### src/hdl/rbd_pkg.sv
// Shared types and codes for the ring buffer deque.
package rbd_pkg;

    localparam int DEFAULT_CAPACITY = 16;

    typedef logic [2:0] t_kind;
    typedef logic [1:0] t_status;

    localparam t_kind KIND_PUSH_BACK  = 3'd0;
    localparam t_kind KIND_PUSH_FRONT = 3'd1;
    localparam t_kind KIND_POP_FRONT  = 3'd2;
    localparam t_kind KIND_POP_BACK   = 3'd3;
    localparam t_kind KIND_PEEK_FRONT = 3'd4;
    localparam t_kind KIND_PEEK_BACK  = 3'd5;

    localparam t_status ST_OK    = 2'd0;
    localparam t_status ST_FULL  = 2'd1;
    localparam t_status ST_EMPTY = 2'd2;

    // Memory access and outcome of one request
    typedef struct packed {
        logic    wr_en;
        logic    rd_en;
        t_status status;
    } t_op_ctl;

endpackage

### src/hdl/rbd_chan_if.sv
// Request and response channels of the ring buffer deque.
interface rbd_req_if;
    logic        valid;
    logic        ready;
    logic [2:0]  kind;
    logic [63:0] push_word;

    modport source (output valid, output kind, output push_word, input ready);
    modport sink (input valid, input kind, input push_word, output ready);
endinterface

interface rbd_rsp_if #(
    parameter int CNT_W = $clog2(rbd_pkg::DEFAULT_CAPACITY + 1)
);
    logic             valid;
    logic             ready;
    logic [63:0]      read_word;
    logic [1:0]       status;
    logic [CNT_W-1:0] fill_count;
    logic             is_empty;

    modport source (output valid, output read_word, output status, output fill_count,
                    output is_empty, input ready);
    modport sink (input valid, input read_word, input status, input fill_count,
                  input is_empty, output ready);
endinterface

### src/hdl/rbd_ptr.sv
// Head and count update and slot address for one deque request.
module rbd_ptr #(
    parameter int CAPACITY = rbd_pkg::DEFAULT_CAPACITY,
    parameter int IDX_W    = $clog2(CAPACITY),
    parameter int CNT_W    = $clog2(CAPACITY + 1)
) (
    input  rbd_pkg::t_kind   i_kind,
    input  logic [IDX_W-1:0] i_head,
    input  logic [CNT_W-1:0] i_count,
    output rbd_pkg::t_op_ctl o_ctl,
    output logic [IDX_W-1:0] o_addr,
    output logic [IDX_W-1:0] o_head,
    output logic [CNT_W-1:0] o_count
);
    import rbd_pkg::*;

    localparam int SUM_W = $clog2(2 * CAPACITY);
    localparam logic [SUM_W-1:0] CAP_S   = SUM_W'(CAPACITY);
    localparam logic [CNT_W-1:0] CAP_C   = CNT_W'(CAPACITY);
    localparam logic [IDX_W-1:0] LAST_IX = IDX_W'(CAPACITY - 1);

    logic             full;
    logic             empty;
    logic [IDX_W-1:0] head_dec;
    logic [IDX_W-1:0] head_inc;
    logic [SUM_W-1:0] tail_sum;
    logic [SUM_W-1:0] back_sum;
    logic [IDX_W-1:0] tail_slot;
    logic [IDX_W-1:0] back_slot;

    assign full     = (i_count >= CAP_C);
    assign empty    = (i_count == '0);
    assign head_dec = (i_head == '0) ? LAST_IX : i_head - IDX_W'(1);
    assign head_inc = (i_head == LAST_IX) ? '0 : i_head + IDX_W'(1);

    // Sums stay below twice the capacity: one conditional subtract wraps them
    assign tail_sum  = SUM_W'(i_head) + SUM_W'(i_count);
    assign back_sum  = tail_sum - SUM_W'(1);
    assign tail_slot = IDX_W'((tail_sum >= CAP_S) ? tail_sum - CAP_S : tail_sum);
    assign back_slot = IDX_W'((back_sum >= CAP_S) ? back_sum - CAP_S : back_sum);

    always_comb begin
        o_ctl   = '{wr_en: 1'b0, rd_en: 1'b0, status: ST_OK};
        o_addr  = i_head;
        o_head  = i_head;
        o_count = i_count;
        case (i_kind)
            KIND_PUSH_BACK: begin
                if (full) begin
                    o_ctl.status = ST_FULL;
                end else begin
                    o_ctl.wr_en = 1'b1;
                    o_addr      = tail_slot;
                    o_count     = i_count + CNT_W'(1);
                end
            end
            KIND_PUSH_FRONT: begin
                if (full) begin
                    o_ctl.status = ST_FULL;
                end else begin
                    o_ctl.wr_en = 1'b1;
                    o_addr      = head_dec;
                    o_head      = head_dec;
                    o_count     = i_count + CNT_W'(1);
                end
            end
            KIND_POP_FRONT, KIND_PEEK_FRONT: begin
                if (empty) begin
                    o_ctl.status = ST_EMPTY;
                end else begin
                    o_ctl.rd_en = 1'b1;
                    o_addr      = i_head;
                    if (i_kind == KIND_POP_FRONT) begin
                        o_head  = head_inc;
                        o_count = i_count - CNT_W'(1);
                    end
                end
            end
            KIND_POP_BACK, KIND_PEEK_BACK: begin
                if (empty) begin
                    o_ctl.status = ST_EMPTY;
                end else begin
                    o_ctl.rd_en = 1'b1;
                    o_addr      = back_slot;
                    if (i_kind == KIND_POP_BACK) begin
                        o_count = i_count - CNT_W'(1);
                    end
                end
            end
            default: begin
                // unused kind: no operation, report the current count
                o_ctl.status = ST_OK;
            end
        endcase
    end

endmodule

### src/hdl/ring_buffer_deque.sv
// Top level of the ring buffer deque: pointer registers, word store and response stages.
// Double-ended queue of CAPACITY 64-bit words in a single-port ring memory. Each request
// (push back/front, pop front/back, peek front/back) yields one response carrying the word
// read, a status, the count after the request and an empty flag. Requests are taken one per
// cycle while the response path is not stalled; a response passes through stage one, where
// the memory read is registered, and then the output register. Head and count update at
// the accept edge, so a request always sees the writes of every earlier one and no
// forwarding is needed. The memory has no reset: only written slots are ever read.
module ring_buffer_deque #(
    parameter int CAPACITY = rbd_pkg::DEFAULT_CAPACITY
) (
    input  logic      i_clk,
    input  logic      i_rst_n,
    rbd_req_if.sink   i_req,
    rbd_rsp_if.source o_rsp
);
    import rbd_pkg::*;

    localparam int IDX_W = $clog2(CAPACITY);
    localparam int CNT_W = $clog2(CAPACITY + 1);

    logic [63:0]      r_mem [CAPACITY];
    logic [63:0]      r_rd_data;
    logic [IDX_W-1:0] r_head;
    logic [CNT_W-1:0] r_count;

    logic             r_s1_valid;
    logic             r_s1_rd;
    t_status          r_s1_status;
    logic [CNT_W-1:0] r_s1_count;

    logic             r_out_valid;
    logic [63:0]      r_out_word;
    t_status          r_out_status;
    logic [CNT_W-1:0] r_out_count;

    t_op_ctl          ctl;
    logic [IDX_W-1:0] addr;
    logic [IDX_W-1:0] n_head;
    logic [CNT_W-1:0] n_count;
    logic             out_free;
    logic             s1_adv;
    logic             accept;

    rbd_ptr #(
        .CAPACITY (CAPACITY),
        .IDX_W    (IDX_W),
        .CNT_W    (CNT_W)
    ) u_ptr (
        .i_kind  (i_req.kind),
        .i_head  (r_head),
        .i_count (r_count),
        .o_ctl   (ctl),
        .o_addr  (addr),
        .o_head  (n_head),
        .o_count (n_count)
    );

    assign out_free    = !r_out_valid || o_rsp.ready;
    assign s1_adv      = r_s1_valid && out_free;
    assign i_req.ready = !r_s1_valid || out_free;
    assign accept      = i_req.valid && i_req.ready;

    always_ff @(posedge i_clk) begin
        if (accept && ctl.wr_en) begin
            r_mem[addr] <= i_req.push_word;
        end
    end

    // Read data holds while stage one stalls: no request is taken then
    always_ff @(posedge i_clk) begin
        if (accept && ctl.rd_en) begin
            r_rd_data <= r_mem[addr];
        end
    end

    always_ff @(posedge i_clk) begin
        if (!i_rst_n) begin
            r_head  <= '0;
            r_count <= '0;
        end else if (accept) begin
            r_head  <= n_head;
            r_count <= n_count;
        end
    end

    always_ff @(posedge i_clk) begin
        if (!i_rst_n) begin
            r_s1_valid <= 1'b0;
        end else if (accept) begin
            r_s1_valid <= 1'b1;
        end else if (s1_adv) begin
            r_s1_valid <= 1'b0;
        end
    end

    always_ff @(posedge i_clk) begin
        if (accept) begin
            r_s1_rd     <= ctl.rd_en;
            r_s1_status <= ctl.status;
            r_s1_count  <= n_count;
        end
    end

    always_ff @(posedge i_clk) begin
        if (!i_rst_n) begin
            r_out_valid <= 1'b0;
        end else if (out_free) begin
            r_out_valid <= r_s1_valid;
        end
    end

    always_ff @(posedge i_clk) begin
        if (s1_adv) begin
            r_out_word   <= r_s1_rd ? r_rd_data : 64'd0;
            r_out_status <= r_s1_status;
            r_out_count  <= r_s1_count;
        end
    end

    assign o_rsp.valid      = r_out_valid;
    assign o_rsp.read_word  = r_out_word;
    assign o_rsp.status     = r_out_status;
    assign o_rsp.fill_count = r_out_count;
    assign o_rsp.is_empty   = (r_out_count == '0);

    a_count_bound: assert property (@(posedge i_clk) disable iff (!i_rst_n)
        r_count <= CNT_W'(CAPACITY))
        else $error("element count above capacity");

    a_head_bound: assert property (@(posedge i_clk) disable iff (!i_rst_n)
        r_head <= IDX_W'(CAPACITY - 1))
        else $error("head index outside the ring");

    a_push_grows: assert property (@(posedge i_clk) disable iff (!i_rst_n)
        accept && ctl.wr_en |=> r_count == $past(r_count) + CNT_W'(1))
        else $error("accepted push did not grow the count");

    a_error_zero: assert property (@(posedge i_clk) disable iff (!i_rst_n)
        r_out_valid && (r_out_status == ST_EMPTY || r_out_status == ST_FULL)
            |-> r_out_word == 64'd0)
        else $error("refused request returned a nonzero word");

endmodule

### src/flat_wrapper.sv
// flat-port wrapper written by rule: the top's interface ports become plain ports
module ring_buffer_deque_flat import rbd_pkg::*;
#(
    parameter int CAPACITY = rbd_pkg::DEFAULT_CAPACITY
)
  (i_clk, i_rst_n, i_req_valid, i_req_kind, i_req_push_word, i_req_ready, o_rsp_valid, o_rsp_read_word, o_rsp_status, o_rsp_fill_count, o_rsp_is_empty, o_rsp_ready);
  rbd_req_if i_req_i ();
  rbd_rsp_if o_rsp_i ();
  input  logic i_clk;
  input  logic i_rst_n;
  input wire logic [$bits(i_req_i.valid)-1:0] i_req_valid;
  input wire logic [$bits(i_req_i.kind)-1:0] i_req_kind;
  input wire logic [$bits(i_req_i.push_word)-1:0] i_req_push_word;
  output wire logic [$bits(i_req_i.ready)-1:0] i_req_ready;
  output wire logic [$bits(o_rsp_i.valid)-1:0] o_rsp_valid;
  output wire logic [$bits(o_rsp_i.read_word)-1:0] o_rsp_read_word;
  output wire logic [$bits(o_rsp_i.status)-1:0] o_rsp_status;
  output wire logic [$bits(o_rsp_i.fill_count)-1:0] o_rsp_fill_count;
  output wire logic [$bits(o_rsp_i.is_empty)-1:0] o_rsp_is_empty;
  input wire logic [$bits(o_rsp_i.ready)-1:0] o_rsp_ready;
  assign i_req_i.valid = i_req_valid;
  assign i_req_i.kind = i_req_kind;
  assign i_req_i.push_word = i_req_push_word;
  assign i_req_ready = i_req_i.ready;
  assign o_rsp_valid = o_rsp_i.valid;
  assign o_rsp_read_word = o_rsp_i.read_word;
  assign o_rsp_status = o_rsp_i.status;
  assign o_rsp_fill_count = o_rsp_i.fill_count;
  assign o_rsp_is_empty = o_rsp_i.is_empty;
  assign o_rsp_i.ready = o_rsp_ready;
  ring_buffer_deque #(.CAPACITY(CAPACITY)) u_core (.i_clk(i_clk), .i_rst_n(i_rst_n), .i_req(i_req_i), .o_rsp(o_rsp_i));
endmodule
### config.mk
export PLATFORM = sky130hd
export DESIGN_NAME = ring_buffer_deque_flat
export DESIGN_NICKNAME = d
export VERILOG_FILES = /design/src/hdl/rbd_pkg.sv /design/src/hdl/rbd_chan_if.sv /design/src/hdl/rbd_ptr.sv /design/src/hdl/ring_buffer_deque.sv /design/src/flat_wrapper.sv
export SDC_FILE = /design/constraint.sdc
export NUM_CORES = 1
export LEC_CHECK = 0
export BUFFER_PORTS_ARGS = -buffer_cell sky130_fd_sc_hd__buf_4
export CAP_MARGIN = 20
export CORE_MARGIN = 4
export CORE_UTILIZATION = 43
export DETAILED_ROUTE_END_ITERATION = 6
export HOLD_SLACK_MARGIN = 0.03
export SYNTH_ARGS = -nofsm -noshare
export SYNTH_HDL_FRONTEND = slang
export SYNTH_HIERARCHICAL = 1
export SYNTH_SLANG_ARGS = --single-unit
export TNS_END_PERCENT = 1
### constraint.sdc
create_clock -name i_clk -period 12.5 [get_ports i_clk]
set_clock_uncertainty 0.05 [all_clocks]
set_input_delay 2.5 -clock i_clk [delete_from_list [all_inputs] [get_ports i_clk]]
set_output_delay 2.5 -clock i_clk [all_outputs]
set_load 0.03 [all_outputs]
==> out/metrics.cfg, run 1 <==
[critical_path]
crit_type = in -> reg
cp_max_fo = 44
critical_path.slowest_cell = buf_4
crit_buf_inv = 4
max_stage_delay_ns = 0.83
r2r_slack_ns = 6.50
worstReg2RegStart = u_core/r_count[1]$_SDFFE_PN0N_
crit_family = buffers and inverters
cp_cell_sequence = buf_4 > or2_2 > a21oi_1 > o22ai_1 > a21oi_4 > buf_4 > buf_4 > buf_4 > mux4_2 > a22oi_1 > nand2_1
crit_path_start_kind = input pin
r2r_cells = 13
critPathMostFrequentCell = buf_4
rr_endpoint = u_core/r_rd_data[19]$_DFFE_PP_
cp.required_ns = 12.88
end_kind = flop
worstPathArrival_ns = 7.30

[synthesis]
ys_warn_count = 6
yosysTopAreaCell = edfxtp_1
avgSynthCellArea_sq_um = 22.2
syn-num-nets = 2078
synth_area_sq_um = 44500
ys.flop_type = edfxtp_1
ys_seq_area_share_pct = 79.3
synth_cell_type_count = 61
async_flop_share_pct = 0
synthCells = 1998
synth_edf_count = 1167
yosys-top-cells-area = edfxtp_1, mux4_2, a22oi_1, and2_1, nand2_1
synth_seq_cells = 1178
synth_top_area_share_pct = 78.8

[drt]
drtIter0Drc = 1825
drt_first_pass_iters = 5
drt-total-wl_microns = 101000
viasPerCell = 5.67
dr_total_vias = 20900
post_drt_wl_per_cell_microns = 27.5
drc_errors = 0
ant_nets = 0

[global_route]
grt_max_degree = 137
grt_usage_pct = 18.7
antenna_found_initial = 11
grt_pass1_vias = 21800
grt_pass1_wl_microns = 147000
overflow = 0

[sta]
post-route-min-period_ns = 6.92
setup_viol = 0
setup_tns_ns = 0
post-route-period-util_pct = 55.4
worst_slew_pin_slew_ns = 1.12
rsz0062_at_grt = false
slew_viol_final = 0
max_freq_ghz = 0.144
hold_violations = 0
slew_headroom_pct = 25.0
setup_ws_ns = 5.58

[placement]
portBuffers = 144
dp_hpwl_microns = 51400
routabilityCongestion = 0.775
pre_cts_ws_ns = 4.71

[floorplanning]
die-area_sq_um = 109000
die_y_microns = 330
initial_core_util_pct = 43.5
rows = 117
coreArea_sq_um = 102000
die_width_microns = 330
pin_count = 145

[min_path]
min_path_cells = 0
hold_end = u_core/o_rsp.fill_count[4]$_DFFE_PP_
hp-class = reg -> reg
min-delay-start = u_core/r_s1_count[4]$_DFFE_PN_

[pwr]
intPower_uw = 6760
p_per_area_nw_per_um2 = 169
switching_share_pct = 21.9
pwr-share-clk_pct = 40.4
power_uw = 8650
vdd_drop_max_mv = 0.101
leakage_uw = 0.0161
p_seq_share_pct = 51.2
p_switching_uw = 1890
power_frac_comb_pct = 8.4

[clocking]
cts_hold_buffers = 0
numCtsBuffers = 115
path_clk_slew_ns = 0.06
htreeDepth = 3
clockRootBuffer = clkbuf_16
cts_setup_buffers = 0
clk_latency_ns = 0.68
clockBufferDepth = 3
cts.sink_count = 1178
ctsResizeCount = 0
tritoncts = done

[finish]
layout-drive-gt1-share_pct = 29.2
multiInputGateArea_sq_um = 8680
final_nets = 2285
regArea_sq_um = 35300
area_growth_pct = 15.1
num-fill-cells = 8109
layout_common_cells = edfxtp_1, mux4_2, buf_4
fin_util_pct = 50.1
layout_commonest_cell = edfxtp_1

[outcome]
status = completed

[run]
cap_violations = 0

[power groups by stage]
stage	Combinational [uW]	Clock, uW	Sequential (uW)
3_3_place_gp	725	0	4510
5_1_grt	787	3760	4430
2_1_floorplan	486	0	4540
4_1_cts	739	3580	4430
6_report	725	3500	4430
3_5_place_dp	736	0	4510
[stage by stage]
stage | hold WS (ns) | instance area, sq um | instances
floorplan | 0.350 | 44500 | 1998
global placement | 0.354 | 47200 | 3456
detailed placement | 0.358 | 47200 | 3456
CTS | 0.369 | 51100 | 3675
global route | 0.378 | 51100 | 3677
finish | 0.369 | 51100 | 3682
[cell families after synthesis]
| kind of cell | Yosys count | share of synthesized area (%) |
|---|---|---|
| AO/OA/AOI/OAI | 200 | 3.18 |
| XOR/XNOR | 8 | 0.189 |
| adder cells (fa/ha/maj) | 9 | 0.270 |
| buffers and inverters | 128 | 1.46 |
| flip-flops | 1178 | 79.3 |
| multiplexers | 259 | 13.0 |
| AND/OR/NAND/NOR | 216 | 2.52 |
[cell usage after synthesis (all sizes together) (2+ instances only)]
library cell and count:
buf 57, xnor2 6, nor4 5, and3b 2
ha 8, a31oi 5, nor4b 2, a21boi 2
clkbuf 54, nand2 78, o22ai 3, inv 16
mux2i 3, and3 3, o211ai 4, a32oi 4
nor2b 2, nand3 11, and2 66, dfxtp 11
a21oi 24, edfxtp 1167, nand4b 2, a22oi 128
o21ai 18, nor2 18, a21o 3, nor3 17
or3 3, mux4 256
[cell type report]
type	count	area share (%)
sequential	1178	69.0
multi-input combinational	692	17.0
clock buffer	131	5.79
tap	1368	3.35
timing repair buffer	201	2.97
clock inverter	88	1.80
inverter	17	0.135
antenna	7	0.0343
[worst max-delay path by stage]
stage                       start                        endpoint  slack, ns  depth (start not counted)
global placement    i_req_kind[2]  u_core/r_rd_data[25]$_DFFE_PP_       4.81                         11
CTS                 i_req_kind[2]  u_core/r_rd_data[19]$_DFFE_PP_       5.44                         11
global route        i_req_kind[1]  u_core/r_rd_data[19]$_DFFE_PP_       5.01                         12
floorplan           i_req_kind[2]    u_core/r_mem[0][0]$_DFFE_PP_       1.57                          9
finish              i_req_kind[2]  u_core/r_rd_data[19]$_DFFE_PP_       5.58                         11
detailed placement  i_req_kind[2]  u_core/r_rd_data[19]$_DFFE_PP_       4.71                         11
[per-layer routing]
layer | routed length, microns | share of wire (%) | GRT usage, % | vias up
li1 | - | - | - | 8830
met1 | 41100 | 41 | 24.3 | 11200
met2 | 52300 | 52 | 32.6 | 650
met3 | 6030 | 6.0 | 3.77 | 160
met4 | 1910 | 1.9 | 4.81 | 10
met5 | 66 | 0.065 | 0 | -
[state kept, by name, summed over array words and instances (netlist names)]
register,count
u_core/r_mem,1024
u_core/o_rsp.read_word,64
u_core/r_rd_data,64
u_core/o_rsp.fill_count,5
u_core/r_count,5
u_core/r_s1_count,5
u_core/r_head,4
u_core/o_rsp.status,2
u_core/r_s1_status,2
u_core/o_rsp.valid,1
u_core/r_s1_rd,1
u_core/r_s1_valid,1
(Power assumes the default switching activity.)
==> inputs of run 2 (changes only) <==
Clock period 12.5 ns to 6.62 ns, I/O delays scaled along.
==> run 2 against run 1 <==
  * Combinational power rose by 92%
  * Die area did not move
  * Non-clock buffer count fell by 8
  * Worst hold slack got worse by 0.0019 ns
  * Final cell count fell by 0.52%
  * First-iteration DRC count fell by 2.3%
  * Critical endpoint is now u_core/r_mem[15][25]$_DFFE_PP_
  * Utilization fell by 0.12 points
==> out/metrics.cfg, run 2 (same netlist as run 1, synthesis figures left out) <==
[finish]
layout-drive-gt1-share_pct = 28.2
layout_common_cells = edfxtp_1, mux4_2, buf_4
final_nets = 2275
largest_register_ffs = 1024
top_register = u_core/r_mem
fin_cells = 3663
fin_area_sq_um = 51000
area_growth_pct = 14.8
layout_commonest_cell = edfxtp_1

[min_path]
hp-class = reg -> reg

[placement]
routabilityCongestion = 0.808
place_area_sq_um = 47400
dp_cells = 3447
portBuffers = 144
pre_cts_ws_ns = 1.46
dp_hpwl_microns = 48600

[critical_path]
r2r_slack_ns = 1.98
worstPathArrival_ns = 4.89
crit_path_start_kind = flop
critical_path.slowest_cell = buf_4
cp.required_ns = 6.87
cp_cell_sequence = inv_1 > ha_1 > nor4b_2 > or3_1 > o22ai_1 > nor2_4 > nand2_1 > nor3_2 > buf_4
end_kind = flop
max_stage_delay_ns = 0.83
crit_type = reg -> reg
cp_max_fo = 48

[global_route]
grt_usage_pct = 18.0
grt_pass1_wl_microns = 144000
grt_pass1_vias = 21600
overflow = 0
antenna_found_initial = 9
grt_max_degree = 113

[clocking]
cts_setup_buffers = 0
numCtsBuffers = 113
clockBufferDepth = 3
tritoncts = done
clk_latency_ns = 0.68
cts.sink_count = 1178
cts_hold_buffers = 0
clockRootBuffer = clkbuf_16
ctsResizeCount = 0
htreeDepth = 3
path_clk_slew_ns = 0.06

[run]
cap_violations = 0

[sta]
rsz0062_at_grt = false
post-route-min-period_ns = 4.64
setup_ws_ns = 1.98
worst_slew_pin_slew_ns = 1.13
hold_violations = 0
slew_viol_final = 0
post-route-period-util_pct = 70.0
setup_viol = 0
slew_headroom_pct = 24.9
max_freq_ghz = 0.216

[floorplanning]
die-area_sq_um = 109000
rows = 117
pin_count = 145
die_y_microns = 330
coreArea_sq_um = 102000
initial_core_util_pct = 43.5
die_width_microns = 330

[pwr]
vdd_drop_max_mv = 0.210
p_per_area_nw_per_um2 = 314
leakage_uw = 0.0160

[drt]
drtIter0Drc = 1783
drt_first_pass_iters = 5
ant_nets = 0
drc_errors = 0
dr_total_vias = 20700
drt-total-wl_microns = 97600
viasPerCell = 5.65
post_drt_wl_per_cell_microns = 26.7

[outcome]
status = completed

[run 2: cell type report]
type | count | area [sq um]
clock inverter | 76 | 687
sequential | 1178 | 35300
tap | 1368 | 1710
antenna | 5 | 12.5
fill | 8193 | 51200
timing repair buffer | 193 | 1630
inverter | 17 | 68.8
multi-input combinational | 692 | 8720
clock buffer | 134 | 2930
[run 2: power breakdown]
group	switching, uW	total [uW]	internal, uW	leakage [uW]
sequential	33.8	8370	8330	0.0106
combinational	791	1390	596	0.00358
clock	2710	6260	3550	0.00178
[run 2: routing by layer]
layer	wire, microns	global-route usage [%]	vias to the layer above
met2	50800	31.5	559
met1	39500	23.4	11200
met5	32	0	-
li1	-	-	8802
met4	2110	4.88	6
met3	5190	3.06	144
[run 2: per-stage QoR]
step	setup TNS (ns)	hold WS [ns]	util [%]	power (uW)
2_1_floorplan	-1315.12	0.350	-	9490
3_3_place_gp	0	0.357	46.4	9910
3_5_place_dp	0	0.355	46.4	9930
4_1_cts	0	0.369	49.9	16200
5_1_grt	0	0.370	49.9	16600
6_report	0	0.367	49.9	16000
[run 2: worst paths after layout]
kind,startpoint,end,cells after the start
setup reg to reg,u_core/r_count[1]$_SDFFE_PN0N_,u_core/r_mem[15][25]$_DFFE_PP_,9
hold reg to reg,u_core/r_s1_status[1]$_DFFE_PN_,u_core/o_rsp.status[1]$_DFFE_PP_,0
hold / removal,u_core/r_s1_status[1]$_DFFE_PN_,u_core/o_rsp.status[1]$_DFFE_PP_,0
setup / recovery,u_core/r_count[1]$_SDFFE_PN0N_,u_core/r_mem[15][25]$_DFFE_PP_,9
[run 2: worst max-delay path, delay by kind of cell, from the launching register on]
family | cells | cell delay [ns]
adders and majority gates | 1 | 0.21
DFF | 1 | 0.39
buffers and inverters | 2 | 1.01
and+or+nand+nor | 5 | 2.44
AOI/OAI and AO/OA | 1 | 0.13
